### config.mk
export PLATFORM = sky130hd
export DESIGN_NAME = mi3_norm
export DESIGN_NICKNAME = d
export VERILOG_FILES = /design/src/design/matrix_inverse_3x3_defines.svh /design/src/design/mi3_pkg.sv /design/src/design/mi3_norm.sv
export SDC_FILE = /design/constraint.sdc
export NUM_CORES = 1
export LEC_CHECK = 0
export BUFFER_PORTS_ARGS = -buffer_cell sky130_fd_sc_hd__buf_2
export CAP_MARGIN = 20
export CORE_MARGIN = 2
export CORE_UTILIZATION = 35
export DETAILED_ROUTE_END_ITERATION = 12
export HOLD_SLACK_MARGIN = 0.05
export SYNTH_ARGS = -nofsm -noshare
export SYNTH_HDL_FRONTEND = slang
export SYNTH_SLANG_ARGS = --single-unit
### constraint.sdc
create_clock -name clk -period 1.7 [get_ports clk]
set_input_delay 0.085 -clock clk [delete_from_list [all_inputs] [get_ports clk]]
set_output_delay 0.085 -clock clk [all_outputs]
set_load 0.01 [all_outputs]
### src/design/matrix_inverse_3x3_defines.svh
// Assertion macros used by the matrix inverse top module
`ifndef MATRIX_INVERSE_3X3_DEFINES_SVH
`define MATRIX_INVERSE_3X3_DEFINES_SVH

// Check a consequent in the same cycle as its antecedent
`define MI3_ASSERT_SAME(lbl, ante, cons, msg) \
    lbl: assert property (@(posedge clk) disable iff (!rst_n) (ante) |-> (cons)) \
        else $error(msg);

// Check a consequent in the cycle after its antecedent
`define MI3_ASSERT_NEXT(lbl, ante, cons, msg) \
    lbl: assert property (@(posedge clk) disable iff (!rst_n) (ante) |=> (cons)) \
        else $error(msg);

`endif

### src/design/mi3_pkg.sv
// Shared types, constants and index tables for the 3x3 matrix inverse
`timescale 1ns / 1ps

package mi3_pkg;

    localparam int ELEM_WIDTH_DEF = 16;
    localparam int INT_BITS       = 4;
    localparam int RECIP_W        = 64;
    localparam int RND_BASE       = 46;
    localparam int OUT_W          = 32;
    localparam int NUM_ELEM       = 9;

    localparam logic [OUT_W-1:0] ONE_Q16   = 32'h0001_0000;
    localparam logic [OUT_W-1:0] POS_LIMIT = 32'h7FFF_FFFF;
    localparam logic [OUT_W-1:0] NEG_LIMIT = 32'h8000_0000;

    typedef logic [OUT_W-1:0] mi3_word_t;

    // Per-stage control that travels with each item
    typedef struct packed {
        logic valid;
        logic singular;
    } mi3_ctl_t;

    // One finished result
    typedef struct packed {
        mi3_word_t [NUM_ELEM-1:0] elem;
        logic                     singular;
        logic                     saturated;
    } mi3_res_t;

    // Element indexes (row*3+col) of p, q, r, s for adjugate entry k = p*q - r*s
    function automatic logic [3:0] minor_idx(input logic [3:0] k, input logic [1:0] pos);
        logic [15:0] t;
        case (k)
            4'd0:    t = {4'd4, 4'd8, 4'd7, 4'd5};
            4'd1:    t = {4'd2, 4'd7, 4'd1, 4'd8};
            4'd2:    t = {4'd1, 4'd5, 4'd2, 4'd4};
            4'd3:    t = {4'd5, 4'd6, 4'd3, 4'd8};
            4'd4:    t = {4'd0, 4'd8, 4'd2, 4'd6};
            4'd5:    t = {4'd3, 4'd2, 4'd0, 4'd5};
            4'd6:    t = {4'd3, 4'd7, 4'd6, 4'd4};
            4'd7:    t = {4'd6, 4'd1, 4'd0, 4'd7};
            4'd8:    t = {4'd0, 4'd4, 4'd3, 4'd1};
            default: t = '0;
        endcase
        return t[4*(3-pos) +: 4];
    endfunction

    // Identity element for a singular matrix
    function automatic mi3_word_t ident_elem(input int i);
        return (i % 4 == 0) ? ONE_Q16 : '0;
    endfunction

endpackage

### src/design/mi3_norm.sv
// Pipelined leading-zero normalizer for the determinant magnitude
`timescale 1ns / 1ps

module mi3_norm #(
    parameter int ELEM_WIDTH = mi3_pkg::ELEM_WIDTH_DEF
) (
    input  logic                                clk,
    input  logic                                rst_n,
    input  logic                                en,
    input  mi3_pkg::mi3_ctl_t                   ctl_in,
    input  logic [3*ELEM_WIDTH:0]               dmag,
    input  logic [18*ELEM_WIDTH+8:0]            side_in,
    output mi3_pkg::mi3_ctl_t                   ctl_out,
    output logic [3*ELEM_WIDTH:0]               dnorm,
    output logic [$clog2(3*ELEM_WIDTH+1)-1:0]   lz,
    output logic [18*ELEM_WIDTH+8:0]            side_out
);

    localparam int NB  = 3 * ELEM_WIDTH + 1;
    localparam int NSH = $clog2(NB);
    localparam int SW  = 18 * ELEM_WIDTH + 9;

    mi3_pkg::mi3_ctl_t ctl_reg  [NSH];
    logic [NB-1:0]     x_reg    [NSH];
    logic [NSH-1:0]    lz_reg   [NSH];
    logic [SW-1:0]     side_reg [NSH];

    for (genvar g = 0; g < NSH; g++)
    begin : g_stage
        localparam int K  = NSH - 1 - g;
        localparam int SH = 1 << K;

        mi3_pkg::mi3_ctl_t ctl_cur;
        logic [NB-1:0]     x_cur;
        logic [NSH-1:0]    lz_cur;
        logic [SW-1:0]     side_cur;
        logic              zero;
        logic [NB-1:0]     x_next;
        logic [NSH-1:0]    lz_next;

        if (g == 0)
        begin : g_first
            assign ctl_cur  = ctl_in;
            assign x_cur    = dmag;
            assign lz_cur   = '0;
            assign side_cur = side_in;
        end
        else
        begin : g_rest
            assign ctl_cur  = ctl_reg[g-1];
            assign x_cur    = x_reg[g-1];
            assign lz_cur   = lz_reg[g-1];
            assign side_cur = side_reg[g-1];
        end

        // Shift left by this stage's weight when the top bits are all clear
        always_comb
        begin
            zero       = (x_cur[NB-1 -: SH] == '0);
            x_next     = zero ? (x_cur << SH) : x_cur;
            lz_next    = lz_cur;
            lz_next[K] = zero;
        end

        always_ff @(posedge clk or negedge rst_n)
        begin
            if (!rst_n)
            begin
                ctl_reg[g] <= '0;
            end
            else if (en)
            begin
                ctl_reg[g] <= ctl_cur;
            end
        end

        always_ff @(posedge clk)
        begin
            if (en)
            begin
                x_reg[g]    <= x_next;
                lz_reg[g]   <= lz_next;
                side_reg[g] <= side_cur;
            end
        end
    end

    assign ctl_out  = ctl_reg[NSH-1];
    assign dnorm    = x_reg[NSH-1];
    assign lz       = lz_reg[NSH-1];
    assign side_out = side_reg[NSH-1];

endmodule

Yosys cells after proc, flatten, opt, wreduce, memory -nomap -nowiden
Memories as Yosys holds them, arrays and structs flattened.
Cells that the tools add are included.
- bits in registers: 12
- bits in writable memories: 2112
- bits of input ports: 351
- memories: 3
- muxes and demuxes: 8
- bitwise logic cells: 1
- reductions and logical operators: 5
- memories (memory ; words ; width ; rd ports ; clocked after memory_dff ; wr ports ; line ; source):
    side_reg ; 6 ; 297 ; 6 ; 0 ; 6 ; mi3_norm.sv:26 ; logic [SW-1:0] side_reg [NSH];
    x_reg ; 6 ; 49 ; 6 ; 0 ; 6 ; mi3_norm.sv:24 ; logic [NB-1:0] x_reg [NSH];
    lz_reg ; 6 ; 6 ; 6 ; 0 ; 6 ; mi3_norm.sv:25 ; logic [NSH-1:0] lz_reg [NSH];
- operators with widths (cell ; count):
    49-bit two-way mux ; 6
    32-bit logical NOT ; 1
    16-bit logical NOT ; 1
    8-bit logical NOT ; 1
    4-bit logical NOT ; 1
    2-bit logical NOT ; 1
    1-bit two-way mux ; 2
    1-bit inverter ; 1

Logic depth before layout (Yosys ltp)
An unclocked memory read counts as a cell.
- word-level depth: 3
- depth in mapped cells: 5

Least setup slack after synthesis
No wires, ideal clock.
- kind: register -> register
- from: memory x_reg[0][44] (netlist bit)
- to: memory x_reg[1][20] (netlist bit), data pin
- arrival: 1.473 ns
- required time: 1.438 ns
- setup slack: -0.035 ns
- stages on the path, launching flop included: 6
- period minus slack after synthesis: 1.735 ns
- cell sequence: edfxtp_1 > nor4_1 > nand4_1 > clkinv_2 > buf_6 > mux2_1
- RTL lines (item ; line):
    start, declared ; mi3_norm.sv:24

==> metrics.yaml <==
cts:
  cts_tree: "yes"
  clock-sinks: 2109
  insertion_delay_ps: 810
  htree_num_levels: 4
  numCtsBuffers: 205
  cts_root_buffer: "clkbuf_16"
  path_clk_slew_ps: 70
  clk_path_buf_depth: 3
floorplan:
  core-area_um2: 190000
  die_h_um: 440
  initial_core_util_pct: 35.1
  fp.dieW_um: 440
  rows: 160
  ios: 705
  dieArea_um2: 194000
place:
  place_hpwl_mm: 70.2
  io_buffer_count: 704
  post-place-ws_ps: -162
  place.gp.congestion: 0.815
timing:
  finalHoldViolCount: 0
  period_share_pct: 110
  clock.fmax_ghz: 0.533
  setup_violations: 69
  drv_slew: 0
  fin_ws_ps: -175
  setup-tns-final_ps: -5500
  slew_headroom_pct: 63.2
  tightestPinTransition_ps: 550
  skew_ps: 38.5
  fin_crit_ps: 1870
  rsz0062_at_grt: "true"
logic_synthesis:
  netlist_instances: 2477
  synth_top_area_share_pct: 94.6
  synth_most_common_cell: "edfxtp_1"
  ys_top_cells_by_count: "edfxtp_1, mux2_2, a21o_1"
  synth.largest_area_cell: "edfxtp_1"
  synth_edf_count: 2097
  synth_seq_cells: 2109
  ys.warnings.count: 0
  async_reset_ff_share_pct: 0.569
  ys_seq_area_share_pct: 95.0
  synth_area_um2: 66600
  synth_top_flop_cell: "edfxtp_1"
  synthTopCellsByArea: "edfxtp_1, mux2_2, dfrtp_1"
  syn_area_per_cell_um2: 26.9
  yosys.cell_types.count: 25
  synth.net_count: 2828
min_path:
  worstHoldEndpoint: "side_reg[0][51]"
  worstHoldStart: "side_in[51]"
  hold_class: "in -> reg"
  whs_path_depth: 2
critical_path:
  cp_data_arrival_time_ps: 2420
  critPathRequiredTime_ps: 2240
  r2r-end: "x_reg[1][23]"
  r2r-start: "x_reg[0][47]"
  crit_fanout: 14
  r2r_slack_ps: -170
  crit_type: "reg -> reg"
  end_kind: "flip-flop"
  startpoint_type: "flip-flop"
  rr_worst_depth: 6
outcome:
  violations: "setup timing"
  outcome: "finished with violations"
power:
  ir_worst_vdd_mv: 1.31
  power_density_nw_per_um2: 1250
  p_leak_nw: 32.0
routing:
  viasPerCell: 4.21
  drt-wirelength-per-cell_um: 17.1
  drt_iter0_markers: 1889
  postRouteAntennaNets: 0
  dr.pass1.iters: 5
  dr_total_vias: 28917
  wl_mm: 118
  drcViolationCount: 0
global_routing:
  grt_pass1_wl_mm: 173
  grt_use_total_pct: 11.8
  grt.overflow.total: 0
  grt_pass1_vias: 29721
  antenna_found_initial: 11
  grt_max_degree: 88
finish:
  num-fill-cells: 15318
  largest_reg_flops: 1782
  layout.nets: 4531
  syn_to_final_growth_pct: 33.5
  drive_gt1_share_pct: 31.4
flow_run:
  drv_cap: 0
## how the worst max path moves through the flow
stage | start | endpoint | slack, ps | depth (start not counted)
after floorplan | x_reg[0][44] | x_reg[1][20] | -40 | 5
after global placement | x_reg[0][41] | x_reg[1][19] | -130 | 6
after detailed placement | x_reg[0][41] | x_reg[1][18] | -160 | 6
after CTS | x_reg[0][47] | x_reg[1][23] | -180 | 6
after global routing | x_reg[0][47] | x_reg[1][23] | -270 | 6
final | x_reg[0][47] | x_reg[1][23] | -170 | 6
## cell usage in the layout, fill, tap and decap left out, drive strengths merged
cell type / n
nor4: 15
diode: 11
clkinvlp: 3
a21o: 29
nor2b: 6
clkbuf: 253
buf: 852
nor2: 1
bufinv: 15
edfxtp: 2097
or2: 1
mux2: 194
nand4: 1
dlygate4sd3: 690
a21boi: 17
o21ai: 2
inv: 13
and4: 2
and2: 26
nand2: 2
a31o: 17
clkinv: 104
dfrtp: 12
## logic make-up after synthesis
logic type | after synthesis | synth area share (%)
DFF | 2109 | 95.0
muxes | 194 | 3.28
AOI/OAI and AO/OA | 65 | 0.757
buffers and inverters | 55 | 0.404
and+or+nand+nor | 54 | 0.513
## per-stage QoR
step	instances	utilization [%]	total power, mW	hold WS, ps	area [um2]
global route	6873	46.9	115	72.3	88800
finish	6874	46.9	111	97.0	88800
detailed placement	5768	39.3	66.8	-15.8	74600
floorplan	2477	-	63.7	-211	66600
CTS	6858	46.8	112	53.3	88700
global placement	5768	39.3	66.6	-26.2	74600
## report_power, final
part	leakage, nW	total (mW)	internal [mW]	switching [mW]
Combinational	8.10	4.80	2.52	2.29
Sequential	20.7	62.3	61.2	1.09
Clock	3.22	43.6	24.8	18.8
## per-layer routing
metal	vias up	share of wire, %	track usage, %
li1	13505	-	-
met1	14386	38	13.3
met2	739	52	20.5
met4	4	4.3	5.76
met3	283	5.4	3.32
met5	-	0.015	0
## worst max-delay path: stages, from the launching register on
cell and delay [ps]:
edfxtp_1 420, nor4_2 300, buf_4 150, nand4_1 140, clkinv_2 120, buf_12 150, mux2_1 330
## repair_timing
action | in CTS | in global routing
pin swaps | 3 | 3
endpoints found under the setup margin | 121 | 140
hold endpoints to repair | 1367 | 0
hold buffers | 690 | 0
resized for setup | 71 | 42
cloned | 8 | 4
buffers inserted | 14 | 11
## final cells by class
class | instances | area, um2 | area share, %
flip-flops and latches | 2109 | 63300 | 71.2
diodes | 11 | 27.5 | 0.0310
clock buffers | 249 | 5360 | 6.03
inverters | 5 | 25.0 | 0.0282
multi-input cells | 313 | 3380 | 3.80
well taps | 2511 | 3140 | 3.54
clock inverters | 130 | 1210 | 1.37
repair buffers | 1546 | 12400 | 14.0
No activity file was read; power rests on OpenSTA's default activity.
